## config.mk

```make
export PLATFORM = sky130hd
export DESIGN_NAME = rmq_front
export DESIGN_NICKNAME = d
export VERILOG_FILES = /design/src/sv/rmq_pkg.sv /design/src/sv/rmq_front.sv
export SDC_FILE = /design/constraint.sdc
export NUM_CORES = 1
export LEC_CHECK = 0
export BUFFER_PORTS_ARGS = -buffer_cell sky130_fd_sc_hd__buf_4
export CAP_MARGIN = 5
export CORE_MARGIN = 2
export CORE_UTILIZATION = 60
export CTS_CLUSTER_DIAMETER = 150
export DETAILED_ROUTE_END_ITERATION = 16
export HOLD_SLACK_MARGIN = 0.02
export PLACE_DENSITY = 0.84
export REMOVE_ABC_BUFFERS = 1
export SLEW_MARGIN = 40
export SYNTH_ARGS = -nofsm -noshare
export SYNTH_HDL_FRONTEND = slang
export SYNTH_SLANG_ARGS = --single-unit
```

## constraint.sdc

```tcl
create_clock -name clock -period 9.27 [get_ports clock]
set_clock_uncertainty 0.1 [all_clocks]
set_input_delay 0.4635 -clock clock [delete_from_list [all_inputs] [get_ports clock]]
set_output_delay 0.4635 -clock clock [all_outputs]
set_load 0.1 [all_outputs]
```

## src/sv/rmq_pkg.sv

```systemverilog
package rmq_pkg;
   localparam int FRAC_BITS = 14;
   localparam int EPS = (1 << FRAC_BITS) / 10000000;
   // root argument width: sums of four 16-bit terms
   localparam int ARG_W = 19;
   localparam int RAD_W = ARG_W + FRAC_BITS;
   localparam int ROOT_W = (RAD_W + 1) / 2;
   localparam int NUM_W = 18;
   localparam int QN_W = NUM_W + FRAC_BITS;
   localparam int DEN_W = ROOT_W + 1;
   localparam int SQ_STEPS = ROOT_W;
   localparam int DV_STEPS = QN_W;

   typedef enum logic [1:0] {
      CASE_TRACE = 2'd0,
      CASE_X     = 2'd1,
      CASE_Y     = 2'd2,
      CASE_Z     = 2'd3
   } case_type;

   // item state carried along the root and divide pipelines
   typedef struct packed {
      case_type                  sel;
      logic                      bad;
      logic signed [NUM_W-1:0]   n0;
      logic signed [NUM_W-1:0]   n1;
      logic signed [NUM_W-1:0]   n2;
   } meta_type;

   function automatic logic signed [15:0] sat16(input logic signed [QN_W:0] v);
      if (v > 32767) return 16'sh7fff;
      if (v < -32768) return -16'sh8000;
      return v[15:0];
   endfunction
endpackage

```

## src/sv/rmq_front.sv

```systemverilog
// Select the case, form the root argument and the three numerators.
module rmq_front (
   input  logic                          clock,
   input  logic                          reset,
   input  logic                          adv,
   input  logic                          in_valid,
   input  logic [143:0]                  in_data,
   output logic                          out_valid,
   output rmq_pkg::meta_type             out_meta,
   output logic [rmq_pkg::ARG_W-1:0]     out_arg
);
   import rmq_pkg::*;
   logic signed [15:0] m [9];
   logic signed [ARG_W:0] one_s, tr, a;
   logic signed [NUM_W-1:0] e0, e1, e2;
   case_type sel;
   meta_type meta_in;
   logic valid_ff;
   meta_type meta_ff;
   logic [ARG_W-1:0] arg_ff;

   always_comb begin
      for (int i = 0; i < 9; i++) m[i] = in_data[16*i +: 16];
      one_s = (ARG_W+1)'(1 << FRAC_BITS);
      tr = (ARG_W+1)'(m[0]) + (ARG_W+1)'(m[4]) + (ARG_W+1)'(m[8]) + one_s;
      e0 = '0; e1 = '0; e2 = '0;
      if (tr > (ARG_W+1)'(EPS)) begin
         sel = CASE_TRACE; a = tr;
         e0 = NUM_W'(m[5]) - NUM_W'(m[7]);
         e1 = NUM_W'(m[6]) - NUM_W'(m[2]);
         e2 = NUM_W'(m[1]) - NUM_W'(m[3]);
      end else if (m[0] > m[4] && m[0] > m[8]) begin
         sel = CASE_X;
         a = (ARG_W+1)'(m[0]) + one_s - (ARG_W+1)'(m[4]) - (ARG_W+1)'(m[8]);
         e0 = NUM_W'(m[7]) - NUM_W'(m[5]);
         e1 = NUM_W'(m[3]) + NUM_W'(m[1]);
         e2 = NUM_W'(m[6]) + NUM_W'(m[2]);
      end else if (m[4] > m[8]) begin
         sel = CASE_Y;
         a = (ARG_W+1)'(m[4]) + one_s - (ARG_W+1)'(m[0]) - (ARG_W+1)'(m[8]);
         e0 = NUM_W'(m[6]) - NUM_W'(m[2]);
         e1 = NUM_W'(m[3]) + NUM_W'(m[1]);
         e2 = NUM_W'(m[7]) + NUM_W'(m[5]);
      end else begin
         sel = CASE_Z;
         a = (ARG_W+1)'(m[8]) + one_s - (ARG_W+1)'(m[0]) - (ARG_W+1)'(m[4]);
         e0 = NUM_W'(m[3]) - NUM_W'(m[1]);
         e1 = NUM_W'(m[6]) + NUM_W'(m[2]);
         e2 = NUM_W'(m[7]) + NUM_W'(m[5]);
      end
      meta_in.sel = sel;
      meta_in.bad = (a <= 0);
      meta_in.n0 = e0; meta_in.n1 = e1; meta_in.n2 = e2;
   end

   always_ff @(posedge clock) begin
      if (reset) valid_ff <= 1'b0;
      else if (adv) valid_ff <= in_valid;
      if (adv) begin
         meta_ff <= meta_in;
         arg_ff <= meta_in.bad ? '0 : a[ARG_W-1:0];
      end
   end
   assign out_valid = valid_ff;
   assign out_meta = meta_ff;
   assign out_arg = arg_ff;
endmodule

```

==> impl_metrics.tcl, run 1 <==
set metrics [dict create \
    status "finished clean" \
    grt_pass1_wl_um 88300 \
    yosys-top-cells-area "ha_1 (25%), edfxtp_1 (13%), fa_1 (9.6%), inv_1 (5.6%), xnor2_1 (4.6%)" \
    gp_congestion 1.03 \
    io_buffers 224 \
    clk_pin_slew_ps 70 \
    crit_type "in2reg" \
    drive_above_1_share_pct 13.0 \
    cts_tree "built" \
    cts_setup_buffers 0 \
    antenna_left 0 \
    num_antenna_cells 0 \
    worstMarginPinSlew_ps 843 \
    hold_buffers 0 \
    cts_buffer_depth 2 \
    coreArea_um2 27900 \
    drt-total-wl_um 56600 \
    design.portCount 225 \
    synth-edff-count 73 \
    syn_area_um2 17100 \
    dieArea_um2 29900 \
    nFillCells 2326 \
    remaining_drc_errors 0 \
    areaGrowthSynthToFinish_pct 13.5 \
    yosysUniqueCellTypes 83 \
    row_count 61 \
    numCtsBuffers 9 \
    fin_tns_setup_ps 0 \
    fmax_mhz 177 \
    synth-seq-cells 74 \
    async_flop_share_pct 0 \
    period_share_pct 60.9 \
    nNetsFinal 2807 \
    overflow 0 \
    vdd.ir_drop.worst_mv 0.160 \
    crit_path_end_kind "register" \
    die_h_um 173 \
    cts_num_sinks 74 \
    synth.most_common_cell "ha_1" \
    setup_viol 0 \
    finalHoldViolCount 0 \
    vias 16400 \
    grt_usage_pct 36.9 \
    syn_area_per_cell_um2 8.29 \
    final_max_slew_viol_count 0 \
    yosys.area.top_type "ha_1" \
    power_w 0.00382 \
    drt_iter0_markers 1452 \
    critPathArrivalTime_ps 5630 \
    netlist_instances 2062 \
    vias_per_cell 6.26 \
    cts_htree_levels 3 \
    slew_headroom_pct 42.4 \
    synthFlopType "edfxtp_1" \
    powerDensity_nw_per_um2 197 \
    rsz0062_at_grt "no" \
    ys_warn_count 0 \
    grt_pass1_vias 16500 \
    cap_violations 0 \
    drt_pass1_iterations 6 \
    cts_root_buf "clkbuf_16" \
    die_x_um 173 \
    min_period_ps 5640 \
    synth_top_area_share_pct 24.7 \
    path_max_fanout 20 \
    synth_common_cells "ha_1 (338), inv_1 (256), a21oi_1 (137)" \
    whs_ps 158 \
    hpwl_um 46700 \
    p_leak_nw 9.20 \
    grt_start_max_net_pins 45 \
    min_path_type "in2reg" \
    antenna_found_initial 1 \
    start_util_pct 61.2 \
    synth-seq-area-share_pct 12.9 \
    critPathRequiredTime_ps 9260 \
    cts_resized 0 \
    clock_latency_ps 350 \
    wl_per_cell_um 21.6 \
    worstSetupStartpointType "primary input" \
]
[through the flow]
| step | instances | cell area [um^2] | setup slack [ps] | util (%) |
|---|---|---|---|---|
| after global routing | 2621 | 19400 | 3370 | 69.5 |
| after detailed placement | 2605 | 19100 | 3420 | 68.2 |
| after floorplan | 1990 | 16800 | 3890 | - |
| final | 2621 | 19400 | 3630 | 69.5 |
| after CTS | 2620 | 19400 | 3750 | 69.4 |
| after global placement | 2605 | 19100 | 3590 | 68.2 |
[sequential cells by signal, summed over array words and instances (netlist names)]
register,count
out_meta,54
out_arg,19
out_valid,1
[kinds of logic after synthesis]
kind of cell / Yosys count / share of synthesized area, %
other: 1 / 0.0219
and+or+nand+nor: 507 / 14.6
DFF: 74 / 12.9
buffers and inverters: 329 / 7.46
muxes: 21 / 1.27
AOI/OAI and AO/OA: 593 / 23.3
adders and majority gates: 420 / 34.3
xor gates and xnor gates: 117 / 5.99
[worst max-delay path, stage by stage]
cell       delay, ps
buf_4            130
inv_1            220
fa_1             550
xnor2_1          230
ha_1             330
a2111oi_2        320
o21ai_1          210
nand4_2          170
a31oi_2          140
or4b_2           620
o21ai_0          270
a2111o_1         300
nand2_2          280
nand2_1          370
clkinv_1         520
o31ai_1          360
o21ai_1          130
[metal layers]
layer / wire, um / vias up / global-route usage, %
met2: 27100 / 770 / 64.3
met5: 0 / - / 0
met1: 22700 / 7846 / 45.7
met4: 2840 / 0 / 17.5
met3: 3970 / 162 / 4.13
li1: - / 7632 / -
[path summary, 6_finish.rpt]
check | from | end | slack [ps] | depth (start not counted)
min reg2reg | out_valid$_SDFFE_PP0P_ | out_valid$_SDFFE_PP0P_ | 410 | 2
min | reset | out_valid$_SDFFE_PP0P_ | 160 | 2
max reg2reg | out_valid$_SDFFE_PP0P_ | out_valid$_SDFFE_PP0P_ | 8580 | 2
max | in_data[70] | out_meta[51]$_DFFE_PP_ | 3630 | 17
[final cells by class]
cell class	count	area, um^2	share of cell area, %
multi-input cells	1659	13600	70.3
flip-flops and latches	74	2210	11.4
repair buffers	238	1810	9.31
inverters	257	965	4.97
well taps	378	473	2.44
clock buffers	10	229	1.18
clock inverters	5	80.1	0.413
[cells in the final DEF (no fill, tap or decap), types with 8 or more instances in the layout]
cell	count
ha_1	338
inv_1	256
buf_4	237
a21oi_1	136
nand2_1	132
o21ai_0	118
nor2_1	115
xnor2_1	90
fa_1	82
edfxtp_1	73
nor3_1	57
nand3_1	40
o211ai_1	39
a21o_1	37
nor2b_1	29
xor2_1	27
nand2b_1	26
a211oi_1	23
o21bai_1	22
a221oi_1	20
o21a_1	18
a31oi_1	18
and2_1	15
mux2i_1	15
o31ai_1	15
and3_1	14
or3_1	14
o2111ai_1	13
o21ai_1	12
a21boi_0	12
nand3b_1	11
nor4_1	11
o31a_1	11
o22ai_1	11
o221a_2	10
clkbuf_16	9
a211o_1	8
o221ai_1	8
[power breakdown]
part	leakage (nW)	internal [W]	total (W)	switching, W
Clock	0.146	0.000234	0.000395	0.000161
Combinational	8.33	0.000882	0.00285	0.00197
Sequential	0.720	0.000518	0.000576	0.0000580
Power figures use the tool's default switching activity.
==> inputs of run 2 (changes only) <==
--- a/config.mk
+++ b/config.mk
@@ -5,6 +5,7 @@
 export SDC_FILE = /design/constraint.sdc
 export NUM_CORES = 1
 export LEC_CHECK = 0
+export ABC_AREA = 1
 export BUFFER_PORTS_ARGS = -buffer_cell sky130_fd_sc_hd__buf_4
 export CAP_MARGIN = 5
 export CORE_MARGIN = 2
==> constraint.sdc (replaced) <==
create_clock -name clock -period 5.2 [get_ports clock]
set_clock_uncertainty 0.1 [all_clocks]
set_input_delay 0.26 -clock clock [delete_from_list [all_inputs] [get_ports clock]]
set_output_delay 0.26 -clock clock [all_outputs]
set_load 0.1 [all_outputs]
==> run 2 against run 1 <==
Against the previous run: first-iteration DRC count rose by 12%; via count is 8.6% higher; sequential share of layout area is 0.44 points lower; cell count grew 19%; critical path type unchanged; critical endpoint is now out_arg[1]$_SDFFCE_PP0P_.
==> impl_metrics.tcl, run 2 <==
set metrics [dict create \
    grt_pass1_vias 16800 \
    powerDensity_nw_per_um2 356 \
    die_h_um 176 \
    synth_common_cells "nand2_1 (517), inv_1 (445), ha_1 (338)" \
    use_met2_pct 53.7 \
    overflow 0 \
    path_cells "buf_4 -> inv_1 -> fa_1 -> xnor2_1 -> ha_1 -> nand2_1 -> inv_1 -> nand2_1 -> nand2_1 -> nand2_1 -> nand3_1 -> a21oi_1 -> xor2_1 -> nand3_2 -> nand2_4 -> inv_2 -> nor2_1 -> a21oi_1 -> nand2_4 -> nor2_1" \
    dieArea_um2 31100 \
    worstSetupStartpointType "primary input" \
    cts_num_sinks 74 \
    netlist_instances 2541 \
    synth_top_family_by_area "adder cells" \
    syn_area_um2 17800 \
    numCtsBuffers 9 \
    path_common_cell "nand2_1" \
    drive_above_1_share_pct 10.7 \
    remaining_drc_errors 0 \
    grt_usage_pct 36.4 \
    critical-path-top-delay-family "simple AND/OR/NAND/NOR gates" \
    p_leak_nw 11.1 \
    yosysUniqueCellTypes 55 \
    critPathArrivalTime_ps 4440 \
    worstMarginPinSlew_ps 682 \
    setup_viol 0 \
    vias_per_cell 5.71 \
    drt-total-wl_um 57100 \
    yosys.area.top_type "ha_1" \
    die_x_um 176 \
    largest_reg_flops 54 \
    slowest_stage "fa_1" \
    yosys.area_share.simple_pct 22.4 \
    areaGrowthSynthToFinish_pct 13.2 \
    worstSetupStartpoint "in_data[71]" \
    path_buf_inv 4 \
    synthAdderAreaFrac_pct 32.9 \
    start_util_pct 60.5 \
    final_common_cell "nand2_1" \
    vias 17800 \
    wl_per_cell_um 18.3 \
    path_max_fanout 23 \
    hpwl_um 48500 \
    crit_type "in2reg" \
    cts_htree_levels 3 \
    cts_setup_buffers 0 \
    top_usage_layer "met1" \
    rsz0062_at_grt "no" \
    ys_warn_count 0 \
    synth_compound_area_share_pct 14.1 \
    cts_buffer_depth 2 \
    period_share_pct 85.8 \
    whs_ps 87.9 \
    status "finished clean" \
    slew_headroom_pct 54.2 \
    grt_use_met1_pct 55.4 \
    min_period_ps 4460 \
    fmax_mhz 224 \
    crit_path_end_kind "register" \
    io_buffers 224 \
    coreArea_um2 29500 \
    antenna_left 0 \
    r2r_start "out_valid$_SDFFE_PP0P_" \
    num_antenna_cells 0 \
    final_cell_mix "nand2_1 (517), inv_1 (445), ha_1 (338)" \
    cts_root_buf "clkbuf_16" \
    min_path_type "in2reg" \
    muxShareOfSynthArea_pct 0.232 \
    nNetsFinal 3294 \
    synth_xor_area_share_pct 6.58 \
    drt_pass1_iterations 9 \
    nFillCells 2528 \
    synth_top_area_share_pct 23.7 \
    async_flop_share_pct 0 \
    synthFlopType "edfxtp_1" \
    critPathRequiredTime_ps 5180 \
    cp_slowest_stage_delay_ps 540 \
    clk_pin_slew_ps 60 \
    cts_tree "built" \
    holdCritStartpoint "in_valid" \
    row_count 63 \
    synth-seq-area-share_pct 12.4 \
    synth.most_common_cell "nand2_1" \
    design.portCount 225 \
    final_max_slew_viol_count 0 \
    synth-seq-cells 74 \
    yosys-top-cells-area "ha_1 (24%), edfxtp_1 (12%), nand2_1 (11%), inv_1 (9.4%), fa_1 (9.2%)" \
    grt_pass1_wl_um 88800 \
    grtUsageMet3_pct 6.29 \
    grt_start_max_net_pins 75 \
    drt_iter0_markers 1620 \
    antenna_found_initial 0 \
    synth-edff-count 73 \
    r2r_slack_ps 4500 \
    fin_tns_setup_ps 0 \
    clock_latency_ps 330 \
    gp_congestion 1.04 \
    finalHoldViolCount 0 \
    cap_violations 0 \
    vdd.ir_drop.worst_mv 0.403 \
    syn_area_per_cell_um2 7.01 \
]
## run 2: cell count changes after synthesis, moves of 26 or more
cell,change
a21oi_1,+68
inv_1,+189
nand2_1,+384
nand2b_1,-26
nand3_1,+95
nor2_1,+91
nor2b_1,-29
nor3_1,-35
o211ai_1,-28
xnor2_1,-71
xor2_1,+88
## run 2: layer usage
metal,share of wire [%],wire length [um]
met5,0,0
met4,1.7,988
met3,11,6320
met2,41,23400
met1,46,26500
## run 2: final timing paths
check	endpoint	depth (start not counted)
min reg2reg	out_valid$_SDFFE_PP0P_	2
min	out_valid$_SDFFE_PP0P_	3
max reg2reg	out_valid$_SDFFE_PP0P_	2
max	out_arg[1]$_SDFFCE_PP0P_	20
## run 2: layout make-up
cell class | count | area (um^2) | area share, %
Inverter | 453 | 1700 | 8.42
Clock inverter | 6 | 138 | 0.682
Multi-Input combinational cell | 1948 | 13600 | 67.4
Timing Repair Buffer | 240 | 1820 | 9.02
Sequential cell | 74 | 2210 | 11.0
Tap cell | 390 | 488 | 2.42
Clock buffer | 10 | 229 | 1.13
## run 2: repair_timing
action / CTS / global route
gates resized for setup: 0 / 0
endpoints found under the hold margin: 1 / 0
hold buffers: 1 / 0
## run 2: tightest hold or removal path, delay by kind of cell
kind | cells | cell delay [ps]
buf+inv | 1 | 80
mux | 1 | 60
simple gates | 1 | 90
## run 2: power by group
part / internal (W) / switching [W] / leakage, nW / total [W]
Sequential: 0.000937 / 0.0000832 / 0.720 / 0.00102
Clock: 0.000520 / 0.000256 / 0.177 / 0.000776
Combinational: 0.00150 / 0.00389 / 10.2 / 0.00539
Total: 0.00295 / 0.00423 / 11.1 / 0.00718
## run 2: cells by family (layout without fill, tap and decap cells)
kind of cell | after synthesis | count (layout)
fa+ha+maj | 420 | 420
other cells | 1 | 1
simple gates | 952 | 952
buf+inv | 519 | 709
flops | 74 | 74
mux | 4 | 4
compound gates | 437 | 437
xor+xnor | 134 | 134
## run 2: through the flow
stage	util [%]	cells	cell area [um^2]	power, W	setup WS (ps)
after global routing	68.5	3121	20200	0.00763	489
after detailed placement	67.2	3104	19800	0.00627	518
final	68.5	3121	20200	0.00718	738
after global placement	67.2	3104	19800	0.00621	600
after CTS	68.5	3121	20200	0.00708	862
after floorplan	-	2475	17500	0.00484	774
