**config.mk**
```make
export PLATFORM = sky130hd
export DESIGN_NAME = rmq_sqrt
export DESIGN_NICKNAME = d
export VERILOG_FILES = /design/src/sv/rmq_pkg.sv /design/src/sv/rmq_sqrt.sv
export SDC_FILE = /design/constraint.sdc
export NUM_CORES = 1
export LEC_CHECK = 0
export BUFFER_PORTS_ARGS = -buffer_cell sky130_fd_sc_hd__buf_2
export CAP_MARGIN = 20
export CORE_MARGIN = 3
export CORE_UTILIZATION = 25
export CTS_BUF_LIST = sky130_fd_sc_hd__clkbuf_2
export CTS_CLUSTER_SIZE = 20
export DETAILED_ROUTE_END_ITERATION = 12
export SETUP_SLACK_MARGIN = 0.2
export SYNTH_ARGS = -nofsm -noshare
export SYNTH_HDL_FRONTEND = slang
export SYNTH_SLANG_ARGS = --single-unit
```
**constraint.sdc**
```tcl
create_clock -name clock -period 4 [get_ports clock]
set_input_delay 0.4 -clock clock [delete_from_list [all_inputs] [get_ports clock]]
set_output_delay 0.4 -clock clock [all_outputs]
set_load 0.005 [all_outputs]
```
**src/sv/rmq_pkg.sv**
```systemverilog
package rmq_pkg;
   localparam int FRAC_BITS = 14;
   localparam int EPS = (1 << FRAC_BITS) / 10000000;
   // root argument width: sums of four 16-bit terms
   localparam int ARG_W = 19;
   localparam int RAD_W = ARG_W + FRAC_BITS;
   localparam int ROOT_W = (RAD_W + 1) / 2;
   localparam int NUM_W = 18;
   localparam int QN_W = NUM_W + FRAC_BITS;
   localparam int DEN_W = ROOT_W + 1;
   localparam int SQ_STEPS = ROOT_W;
   localparam int DV_STEPS = QN_W;

   typedef enum logic [1:0] {
      CASE_TRACE = 2'd0,
      CASE_X     = 2'd1,
      CASE_Y     = 2'd2,
      CASE_Z     = 2'd3
   } case_type;

   // item state carried along the root and divide pipelines
   typedef struct packed {
      case_type                  sel;
      logic                      bad;
      logic signed [NUM_W-1:0]   n0;
      logic signed [NUM_W-1:0]   n1;
      logic signed [NUM_W-1:0]   n2;
   } meta_type;

   function automatic logic signed [15:0] sat16(input logic signed [QN_W:0] v);
      if (v > 32767) return 16'sh7fff;
      if (v < -32768) return -16'sh8000;
      return v[15:0];
   endfunction
endpackage

```
**src/sv/rmq_sqrt.sv**
```systemverilog
// Pipelined restoring square root, one result bit per stage.
module rmq_sqrt (
   input  logic                          clock,
   input  logic                          reset,
   input  logic                          adv,
   input  logic                          in_valid,
   input  rmq_pkg::meta_type             in_meta,
   input  logic [rmq_pkg::ARG_W-1:0]     in_arg,
   output logic                          out_valid,
   output rmq_pkg::meta_type             out_meta,
   output logic [rmq_pkg::ROOT_W-1:0]    out_root
);
   import rmq_pkg::*;
   localparam int RW = 2*ROOT_W;
   logic              vld_ff [SQ_STEPS+1];
   meta_type          meta_ff [SQ_STEPS+1];
   logic [RW-1:0]     rad_ff [SQ_STEPS+1];
   logic [ROOT_W+1:0] rem_ff [SQ_STEPS+1];
   logic [ROOT_W-1:0] root_ff [SQ_STEPS+1];

   always_comb begin
      vld_ff[0] = in_valid;
      meta_ff[0] = in_meta;
      rad_ff[0] = RW'({in_arg, {FRAC_BITS{1'b0}}});
      rem_ff[0] = '0;
      root_ff[0] = '0;
   end

   for (genvar s = 0; s < SQ_STEPS; s++) begin : g_step
      logic [ROOT_W+1:0] rem_in, trial;
      logic [ROOT_W-1:0] root_in;
      always_comb begin
         rem_in = {rem_ff[s][ROOT_W-1:0], rad_ff[s][RW-1 -: 2]};
         trial = {root_ff[s], 2'b01};
         if (rem_in >= trial) begin
            rem_in = rem_in - trial;
            root_in = {root_ff[s][ROOT_W-2:0], 1'b1};
         end else begin
            root_in = {root_ff[s][ROOT_W-2:0], 1'b0};
         end
      end
      always_ff @(posedge clock) begin
         if (reset) vld_ff[s+1] <= 1'b0;
         else if (adv) vld_ff[s+1] <= vld_ff[s];
         if (adv) begin
            meta_ff[s+1] <= meta_ff[s];
            rad_ff[s+1] <= rad_ff[s] << 2;
            rem_ff[s+1] <= rem_in;
            root_ff[s+1] <= root_in;
         end
      end
   end

   always_comb begin
      out_valid = vld_ff[SQ_STEPS];
      out_meta = meta_ff[SQ_STEPS];
      out_meta.bad = meta_ff[SQ_STEPS].bad || (root_ff[SQ_STEPS] == '0);
      out_root = root_ff[SQ_STEPS];
   end
endmodule

```
==> out/results.txt, run 1 <==
Clock Path Buffers: 4
Initial Util: 25.3%
Warnings, synthesis: 0
I/O pin count: 155
cell taking the most area after synthesis: edfxtp_1
final setup TNS: 0 ps
kind of critical path: reg -> reg
pwr dens: 485 nW/um^2
clock sink count: 1,466
DP Area: 58,800 um^2
Slew Limit Fails: 0
Rows: 170
top-count cell post-synth: edfxtp_1
vias per inst: 3.91
dpl ws: 687 ps
H-tree depth: 5
crit path time final: 3250 ps
Residual DRC: 0
CTS tree: done
Worst Skew: 170 ps
Mapped Area: 54,500 um^2
#FFs+latches synth: 1,466
most frequent cells after synthesis: 1,449 x edfxtp_1, 177 x inv_1, 156 x ha_1, 130 x nor2_1, 121 x a21oi_1
routability cong.: 0.867
DRT iter0 DRCs: 1,303
Cell variety after synth: 88
slack of the critical path: 749 ps
Critical Path RT: 5450 ps
Top FF cell, synth: edfxtp_1
first-pass GRT wire length: 137 mm
register area share after synthesis: 80.4%
Fmax: 308 MHz
status: completed
Power Internal: 0.0235 W
Post-Layout Inst Area: 64,500 um^2
Worst IR Drop VDD: 308 uV
DRT Pass-1 Iters: 5
Reg clk slew, reported paths: 110 ps
Slew HR: 29.2%
largest net degree at the start of global routing: 118
Final setup viols: 0
initial antenna violation count: 3
switch share: 24.9%
overall global routing resource usage: 7.46%
synthesized area per cell: 18.1 um^2
Layout Nets: 3,994
Crit Path Max Fanout: 5
Arrival @ worst endpoint: 4700 ps
Layout fillers: 21.4k
Mapped Cells: 3,010
clock root buffer: clkbuf_2
final period utilization: 81.3%
Post-Syn Nets: 3,252
footprint of the multi-input gates: 9480 um^2
Hold WC Path Type: reg -> reg
Post-Route WL: 83.2 mm
I/O Buffers: 154
Via Count: 26.7k
Post-synth ARST share: 0%
total power: 0.0313 W
total gr overflow: 0
CTS Buf Count: 381
sequential power share: 60.1%
DP HPWL: 48.5 mm
Core Area: 216,000 um^2
static leakage: 23.6 nW
setup repair bufs after CTS: 0
Reg area: 43,900 um^2
vias in the first global route: 27.9k
RSZ-0062 raised after global routing: false
Layout Utilization: 29.9%
area added between synthesis and finish: 18.3%
Worst-Skew Late Latency: 1680 ps
post-synth top area share: 79.8%
Max Cap Violations: 0
sw power: 0.00781 W
Clock power frac: 30.2%
EDFF count, synth: 1,449
Fin. Hold Viols: 0
Die W: 473 um
Synth area leaders: edfxtp_1 80%, ha_1 3.6%, mux2_2 1.3%, xor2_1 1.2%, inv_1 1.2%
power share of the combinational group: 9.6%
Final ANT Viol Nets: 0
worst slew pin tran: 1060 ps
critical path launch point type: flop
Setup crit end kind: flop
die area: 224,000 um^2
share of cells above drive strength 1: 21.5%
DIE HEIGHT: 473 um
drt wl/cell: 12.2 um
## layout make-up
class	count	share of cell area, %
tap	2838	5.50
inverter	180	1.05
clock buffer	540	4.19
clock inverter	87	0.694
sequential	1466	67.9
multi-input combinational	1276	14.7
timing repair buffer	447	5.92
antenna	4	0.0155
## path summary, 6_finish.rpt
check                from           end  depth (start not counted)  slack, ps
max            rem_ff[95]    rem_ff[92]                          7        750
min          meta_ff[265]  meta_ff[208]                          0        260
max reg2reg    rem_ff[95]    rem_ff[92]                          7        750
min reg2reg  meta_ff[265]  meta_ff[208]                          0        260
## cell usage in the layout, fill, tap and decap left out, drive strengths merged, types with 62 or more instances in the layout
cell / Yosys / layout
a21oi: 121 / 121
buf: 65 / 196
clkbuf: 23 / 540
clkinv: 1 / 79
dlygate4sd3: 0 / 251
edfxtp: 1449 / 1449
ha: 156 / 156
inv: 179 / 182
mux2: 62 / 62
nand2: 79 / 79
nor2: 131 / 131
o21ai: 91 / 91
xnor2: 74 / 74
xor2: 77 / 77
## repair_timing
item | 4_1_cts | 5_1_grt
hold buffers | 252 | 0
resized for setup | 3 | 0
endpoints found under the setup margin | 1 | 0
endpoints found under the hold margin | 1542 | 0
## sequential cells by signal, summed over array words and instances, names as in the netlist
register and cells:
out_meta 56, vld_ff 16, out_root 17, g_step.trial 136
rem_ff 237, meta_ff 913, rad_ff 90, out_valid 1
## logic make-up (layout without fill, tap and decap cells)
family / count (synthesis) / after routing / share of synthesized area [%]
multiplexers: 86 / 86 / 1.72
buffers and inverters: 268 / 1254 / 2.26
flip-flops: 1466 / 1466 / 80.4
AND/OR/NAND/NOR: 463 / 463 / 4.44
adder cells (fa/ha/maj): 162 / 162 / 3.80
AO/OA/AOI/OAI: 413 / 413 / 4.95
XOR/XNOR: 151 / 151 / 2.42
other: 1 / 5 / 0.00687
## power groups by stage
stage | clock [W] | combinational, W | sequential, W
6_report | 0.00948 | 0.00302 | 0.0188
5_1_grt | 0.0111 | 0.00340 | 0.0190
4_1_cts | 0.0102 | 0.00302 | 0.0188
3_5_place_dp | 0 | 0.00281 | 0.0192
3_3_place_gp | 0 | 0.00271 | 0.0192
2_1_floorplan | 0 | 0.00201 | 0.0190
## worst max-delay path, cell delays in order, from the launching register on
cell and delay (ps):
edfxtp_1 490, ha_1 270, fa_1 420, a211o_1 340
a2111oi_0 640, nor2_1 190, a311oi_1 360, mux2_2 380
## per-stage QoR
stage	instances	hold slack, ps
after CTS	6834	2.72
after detailed placement	5955	405
final	6838	258
after global placement	5955	400
after global routing	6838	110
after floorplan	3010	400
## routing by layer
| metal | vias to the layer above | part of all wire (%) | global-route usage [%] |
|---|---|---|---|
| met5 | - | 0 | 0 |
| met1 | 12600 | 42 | 8.56 |
| met4 | 0 | 3.9 | 4.34 |
| met3 | 235 | 6.5 | 2.80 |
| met2 | 707 | 47 | 11.9 |
| li1 | 13200 | - | - |
Note: power is estimated with default switching activity, not from simulation.
==> run 2, diff against run 1 <==
ABC_AREA = 1   (was unset)
clock period = 2.65 ns   (was 4 ns; I/O delays follow)
==> run 2 against run 1 <==
  * The run now ends with negative setup slack left
  * Worst hold slack lost 18 ps
  * Final cell count grew 22%
  * Utilization grew 0.13 points
  * Highest routed layer unchanged
==> out/results.txt, run 2 <==
Crit path largest cell delay: 430 ps (was 640 ps)
Worst-Skew Late Latency: 1770 ps (was 1680 ps)
CTS tree: done (unchanged)
largest reg by FF count: meta_ff (unchanged)
DP HPWL: 69.7 mm (was 48.5 mm)
Compound-Gate Fraction of Synth Area: 1.87% (was 4.95%)
drt wl/cell: 12.7 um (was 12.2 um)
dpl ws: 225 ps (was 687 ps)
clock root buffer: clkbuf_2 (unchanged)
I/O Buffers: 154 (unchanged)
Worst Setup EP: out_meta[54] (was rem_ff[92])
Mapped Cells: 4,288 (was 3,010)
Fin. Hold Viols: 0 (unchanged)
register area share after synthesis: 76.1% (was 80.4%)
RSZ-0062 raised after global routing: true (was false)
post-synth top area share: 75.5% (was 79.8%)
worst r2r path cells: 9 (was 7)
Setup crit end kind: output port (was flop)
total gr overflow: 0 (unchanged)
#FFs+latches synth: 1,466 (unchanged)
Post-Syn Nets: 4,530 (was 3,252)
slack of the critical path: -473 ps (was 749 ps)
Post-Layout Inst Area: 68,600 um^2 (was 64,500 um^2)
vias per inst: 3.90 (was 3.91)
DIE HEIGHT: 486 um (was 473 um)
Largest delay share family, worst path: simple AND/OR/NAND/NOR gates (was compound AO/OA/AOI/OAI gates)
pwr dens: 717 nW/um^2 (was 485 nW/um^2)
Post-synth ARST share: 0% (unchanged)
Cell variety after synth: 44 (was 88)
Synth area leaders: edfxtp_1 76%, nand2_1 6.9%, inv_1 3.8%, ha_1 3.4%, nand3_1 2.5% (was edfxtp_1 80%, ha_1 3.6%, mux2_2 1.3%, xor2_1 1.2%, inv_1 1.2%)
Final ANT Viol Nets: 0 (unchanged)
Crit Path Max Fanout: 2 (was 5)
commonest non-fill, non-tap cell in the layout: edfxtp_1 (unchanged)
slowest CP cell: edfxtp_1 (was a2111oi_0)
Core Area: 228,000 um^2 (was 216,000 um^2)
critical path launch point type: flop (unchanged)
Reg area: 43,900 um^2 (about the same)
Hold WC Path Type: reg -> reg (unchanged)
RR Endpoint: rem_ff[261] (was rem_ff[92])
max FFs per register: 913 (unchanged)
most frequent cells after synthesis: 1,449 x edfxtp_1, 1,059 x nand2_1, 576 x inv_1, 283 x nand3_1, 223 x nor2_1 (was 1,449 x edfxtp_1, 177 x inv_1, 156 x ha_1, 130 x nor2_1, 121 x a21oi_1)
Fmax: 320 MHz
Worst Skew: 259 ps (was 170 ps)
I/O pin count: 155 (unchanged)
Reg clk slew, reported paths: 90 ps (was 110 ps)
Layout Nets: 5,348 (was 3,994)
reg2reg setup slack: 350 ps (was 750 ps)
Post-Route WL: 107 mm (was 83.2 mm)
CTS Buf Count: 395 (was 381)
critical path cell sequence: nor4_4, nand4_1, o21bai_1, buf_2 (was ha_1, fa_1, a211o_1, a2111oi_0, nor2_1, a311oi_1, mux2_2)
kind of critical path: reg -> out (was reg -> reg)
Via Count: 32.7k (was 26.7k)
DP Area: 62,300 um^2 (was 58,800 um^2)
largest net degree at the start of global routing: 98 (was 118)
initial antenna violation count: 2 (was 3)
main combinational cell family by area after synthesis: simple AND/OR/NAND/NOR gates (was compound AO/OA/AOI/OAI gates)
most frequent cells in the layout: 1,449 x edfxtp_1, 1,056 x nand2_1, 575 x inv_1, 539 x clkbuf_2, 280 x nand3_1 (was 1,449 x edfxtp_1, 540 x clkbuf_2, 251 x dlygate4sd3_1, 177 x inv_1, 156 x ha_1)
worst r2r src: rem_ff[268] (was rem_ff[95])
DRT iter0 DRCs: 1,591 (was 1,303)
H-tree depth: 5 (unchanged)
Residual DRC: 0 (unchanged)
die area: 236,000 um^2 (was 224,000 um^2)
status: finished, violations left (was completed)
cell taking the most area after synthesis: edfxtp_1 (unchanged)
first-pass GRT wire length: 172 mm (was 137 mm)
Critical Path RT: 2380 ps (was 5450 ps)
Clock Path Buffers: 4 (unchanged)
worst slew pin tran: 1050 ps (was 1060 ps)
Top FF cell, synth: edfxtp_1 (unchanged)
Max Cap Violations: 0 (unchanged)
WP buf/inv: 1 (was 0)
XOR/XNOR Fraction of Synth Area: 1.32% (was 2.42%)
Slew HR: 30.2% (was 29.2%)
clock sink count: 1,466 (unchanged)
Rows: 175 (was 170)
failing checks: negative setup slack
EDFF count, synth: 1,449 (unchanged)
simple-gate area share of the yosys netlist: 12.3% (was 4.44%)
routability cong.: 0.852 (was 0.867)
synthesized area per cell: 13.4 um^2 (was 18.1 um^2)
final period utilization: 118%
Initial Util: 25.2% (was 25.3%)
Slew Limit Fails: 0 (unchanged)
Worst IR Drop VDD: 344 uV (was 308 uV)
vias in the first global route: 33.6k (was 27.9k)
Die W: 486 um (was 473 um)
footprint of the multi-input gates: 11,100 um^2 (was 9480 um^2)
Layout fillers: 23.1k (was 21.4k)
area added between synthesis and finish: 19.1% (was 18.3%)
Setup crit start: out_root[14] (was rem_ff[95])
Crit. path cell count: 4 (was 7)
share of cells above drive strength 1: 16.1% (was 21.5%)
Post-Synth Adder-Cell Area: 3.60% (was 3.80%)
Final setup viols: 1 (was 0)
overall global routing resource usage: 9.01% (was 7.46%)
mux share of post-synthesis cell area: 0% (was 1.72%)
crit path time final: 3120 ps
Warnings, synthesis: 0 (unchanged)
top-count cell post-synth: edfxtp_1 (unchanged)
Mapped Area: 57,600 um^2 (was 54,500 um^2)
DRT Pass-1 Iters: 5 (unchanged)
static leakage: 27.9 nW (was 23.6 nW)
Arrival @ worst endpoint: 2860 ps (was 4700 ps)
run 2: cell types whose count changed after synthesis, moves of 29 or more:
cell     previous run  this run
nand4_1            15        50
nor4_1             36         7
nand3_1            34       283
nor2_1            130       223
inv_1             177       576
o21a_1             35         2
xnor2_1            74        25
nand2_1            79      1059
a21o_1             32         3
mux2_2             61         0
run 2: logic make-up after synthesis:
kind of cell | Yosys count
xor gates and xnor gates | 87
buffers and inverters | 669
and+or+nand+nor | 1697
adders and majority gates | 162
AOI/OAI and AO/OA | 206
other | 1
DFF | 1466
run 2: through the flow:
stage | hold WS [ps] | total power [W] | std cells | util [%] | setup TNS [ps]
after global placement | 400 | 0.0345 | 7434 | 27.3 | 0
after CTS | 1.16 | 0.0505 | 8359 | 30.0 | -22760
after global routing | 30.2 | 0.0527 | 8374 | 30.1 | -21120
after floorplan | 364 | 0.0324 | 4288 | - | 0
after detailed placement | 405 | 0.0346 | 7434 | 27.3 | 0
final | 240 | 0.0492 | 8374 | 30.1 | -473
run 2: final cells by class:
class                           count  share of cell area (%)
Clock inverter                    109                   0.895
Sequential cell                  1466                    63.9
Multi-Input combinational cell   2153                    16.2
Antenna cell                        8                  0.0292
Clock buffer                      539                    3.93
Inverter                          580                    3.18
Tap cell                         3009                    5.48
Timing Repair Buffer              510                    6.42
run 2: worst min path at each step:
stage | start | endpoint | slack (ps) | cells after the start
global route | in_meta[35] | meta_ff[947] | 30 | 4
detailed placement | meta_ff[177] | meta_ff[120] | 400 | 0
CTS | in_meta[45] | meta_ff[957] | 1 | 4
floorplan | in_arg[18] | g_step[1].trial[2] | 360 | 0
global placement | meta_ff[536] | meta_ff[479] | 400 | 0
finish | meta_ff[506] | meta_ff[449] | 240 | 0
run 2: report_power, final:
part           switching [W]  total [W]  internal [W]
logic                0.00373    0.00589       0.00216
clock network        0.00888     0.0149       0.00605
registers           0.000773     0.0284        0.0276
total                 0.0134     0.0492        0.0358
run 2: what timing repair did:
| action | 4_1_cts | 5_1_grt |
|---|---|---|
| hold buffers | 277 | 0 |
| gates cloned | 0 | 0 |
| pin swaps | 1 | 1 |
| hold endpoints to repair | 1542 | 0 |
| buffers inserted | 0 | 6 |
| setup endpoints to repair | 80 | 161 |
| resized for setup | 6 | 26 |
run 2: layer usage:
| layer | GRT usage [%] | up-vias | wire length [um] |
|---|---|---|---|
| li1 | - | 16600 | - |
| met5 | 0 | - | 0 |
| met4 | 4.47 | 0 | 4040 |
| met2 | 15.4 | 683 | 52700 |
| met3 | 2.59 | 274 | 5140 |
| met1 | 10.3 | 15100 | 44700 |
==> run 3, diff against run 2 <==
clock period = 3.72 ns   (was 2.65 ns; I/O delays follow)
==> run 3 against run 2 <==
  * Die area stayed put
  * Register-to-register slack better by 700 ps
  * The run now ends clean
  * Largest cell class unchanged
  * Clock power is 27% lower
==> out/results.txt, run 3 (synthesis results as in run 2) <==
status: completed (was finished, violations left)
max FFs per register: 913 (unchanged)
Crit Path Max Fanout: 2 (unchanged)
clock sink count: 1,466 (unchanged)
Slew HR: 23.7% (was 30.2%)
drt wl/cell: 13.0 um (was 12.7 um)
Highest Signal Layer: met5 (was met4)
Post-Layout Inst Area: 68,100 um^2 (was 68,600 um^2)
DP HPWL: 69.1 mm (was 69.7 mm)
static leakage: 27.6 nW (was 27.9 nW)
slowest CP cell: edfxtp_1 (unchanged)
Die W: 486 um (unchanged)
Hold WC Path Type: reg -> reg (unchanged)
Initial Util: 25.2% (unchanged)
metal3 WL: 6.15 mm (was 5.14 mm)
met1 WL: 45.1 mm (was 44.7 mm)
RSZ-0062 raised after global routing: true (unchanged)
worst slew pin tran: 1140 ps (was 1050 ps)
pwr dens: 518 nW/um^2 (was 717 nW/um^2)
initial antenna violation count: 9 (was 2)
crit path time final: 3160 ps
Core Area: 228,000 um^2 (unchanged)
first-pass GRT wire length: 174 mm (was 172 mm)
Worst Skew: 218 ps (was 259 ps)
largest net degree at the start of global routing: 121 (was 98)
final period utilization: 84.9%
setup repair bufs after CTS: 0 (unchanged)
Setup crit end kind: output port (unchanged)
Post-Route WL: 108 mm (was 107 mm)
I/O pin count: 155 (unchanged)
I/O Buffers: 154 (unchanged)
DIE HEIGHT: 486 um (unchanged)
DP Area: 62,000 um^2 (was 62,300 um^2)
overall global routing resource usage: 9.14% (was 9.01%)
Worst IR Drop VDD: 296 uV (was 344 uV)
Fmax: 317 MHz
die area: 236,000 um^2 (unchanged)
vias per inst: 3.92 (was 3.90)
Layout Utilization: 29.8% (was 30.1%)
Final setup viols: 0 (was 1)
clock root buffer: clkbuf_2 (unchanged)
Layout Nets: 5,290 (was 5,348)
critical path launch point type: flop (unchanged)
H-tree depth: 5 (unchanged)
Final ANT Viol Nets: 0 (unchanged)
most frequent cells in the layout: 1,449 x edfxtp_1, 1,059 x nand2_1, 576 x inv_1, 565 x clkbuf_2, 283 x nand3_1 (was 1,449 x edfxtp_1, 1,056 x nand2_1, 575 x inv_1, 539 x clkbuf_2, 280 x nand3_1)
final setup TNS: 0 ps (was -473 ps)
commonest non-fill, non-tap cell in the layout: edfxtp_1 (unchanged)
area added between synthesis and finish: 18.2% (was 19.1%)
routability cong.: 0.835 (was 0.852)
share of cells above drive strength 1: 15.6% (was 16.1%)
CTS tree: done (unchanged)
CTS Buf Count: 402 (was 395)
Critical Path RT: 3350 ps (was 2380 ps)
Clock Path Buffers: 4 (unchanged)
Reg clk slew, reported paths: 120 ps (was 90 ps)
kind of critical path: reg -> out (unchanged)
DRT iter0 DRCs: 1,906 (was 1,591)
Worst-Skew Late Latency: 1890 ps (was 1770 ps)
total gr overflow: 0 (unchanged)
largest reg by FF count: meta_ff (unchanged)
Via Count: 32.7k (about the same)
Layout fillers: 23.2k (was 23.1k)
critical path cell sequence: nor4_2, nand4_1, o21bai_1, buf_2 (was nor4_4, nand4_1, o21bai_1, buf_2)
vias in the first global route: 34.0k (was 33.6k)
Arrival @ worst endpoint: 2790 ps (was 2860 ps)
Crit path largest cell delay: 410 ps (was 430 ps)
Slew Limit Fails: 0 (unchanged)
DRT Pass-1 Iters: 7 (was 5)
Residual DRC: 0 (unchanged)
met2 WL: 52.7 mm (about the same)
Fin. Hold Viols: 0 (unchanged)
Rows: 175 (unchanged)
Max Cap Violations: 0 (unchanged)
-- run 3: changes by cell type in the layout (fill, tap and decap cells not counted), sizes merged --
cell / before / now
clkbuf: 539 / 565
diode: 8 / 12
clkinvlp: 0 / 4
clkinv: 99 / 103
bufinv: 6 / 5
inv: 584 / 582
buf: 234 / 190
dlygate4sd3: 276 / 255
-- run 3: repair_timing --
| item | in CTS | in global routing |
|---|---|---|
| resized for setup | 3 | 0 |
| pin swaps | 0 | 0 |
| hold buffers | 257 | 0 |
| endpoints found under the hold margin | 1542 | 0 |
| setup endpoints to repair | 1 | 1 |
-- run 3: area by class of cell --
class / count / area, um^2 / area share, %
diodes: 12 / 30.0 / 0.0441
clock buffers: 565 / 2830 / 4.15
clock inverters: 114 / 614 / 0.902
inverters: 580 / 2180 / 3.20
multi-input cells: 2153 / 11000 / 16.2
flip-flops and latches: 1466 / 43900 / 64.4
well taps: 3009 / 3760 / 5.53
repair buffers: 445 / 3800 / 5.59
-- run 3: path summary, 6_finish.rpt --
path	to	depth (start not counted)	slack (ps)	from
max	out_meta[54]	4	560	out_root[1]
min	meta_ff[261]	0	200	meta_ff[318]
max reg2reg	rem_ff[159]	11	1050	rem_ff[174]
min reg2reg	meta_ff[261]	0	200	meta_ff[318]
-- run 3: layer usage --
| metal | up-vias | track usage, % |
|---|---|---|
| met5 | - | 0 |
| met4 | 6 | 4.90 |
| met3 | 299 | 2.86 |
| met2 | 754 | 15.3 |
| met1 | 15200 | 10.4 |
| li1 | 16500 | - |
-- run 3: where the power goes --
part	switching (W)	internal (W)
clock network	0.00650	0.00443
registers	0.000555	0.0197
logic	0.00262	0.00147
total	0.00967	0.0256
-- run 3: worst max-delay path, delay by kind of cell (launching register included) --
family                 cells  cell delay (ps)
AOI/OAI and AO/OA          1              130
buffers and inverters      1              120
DFF                        1              410
and+or+nand+nor            2              440
-- run 3: stage by stage --
step	power, W	setup slack, ps	hold WS [ps]	cells
2_1_floorplan	0.0231	1710	400	4288
3_3_place_gp	0.0245	935	400	7396
3_5_place_dp	0.0246	961	405	7396
4_1_cts	0.0362	79.2	2.21	8332
5_1_grt	0.0378	89.5	81.4	8341
6_report	0.0353	561	204	8344
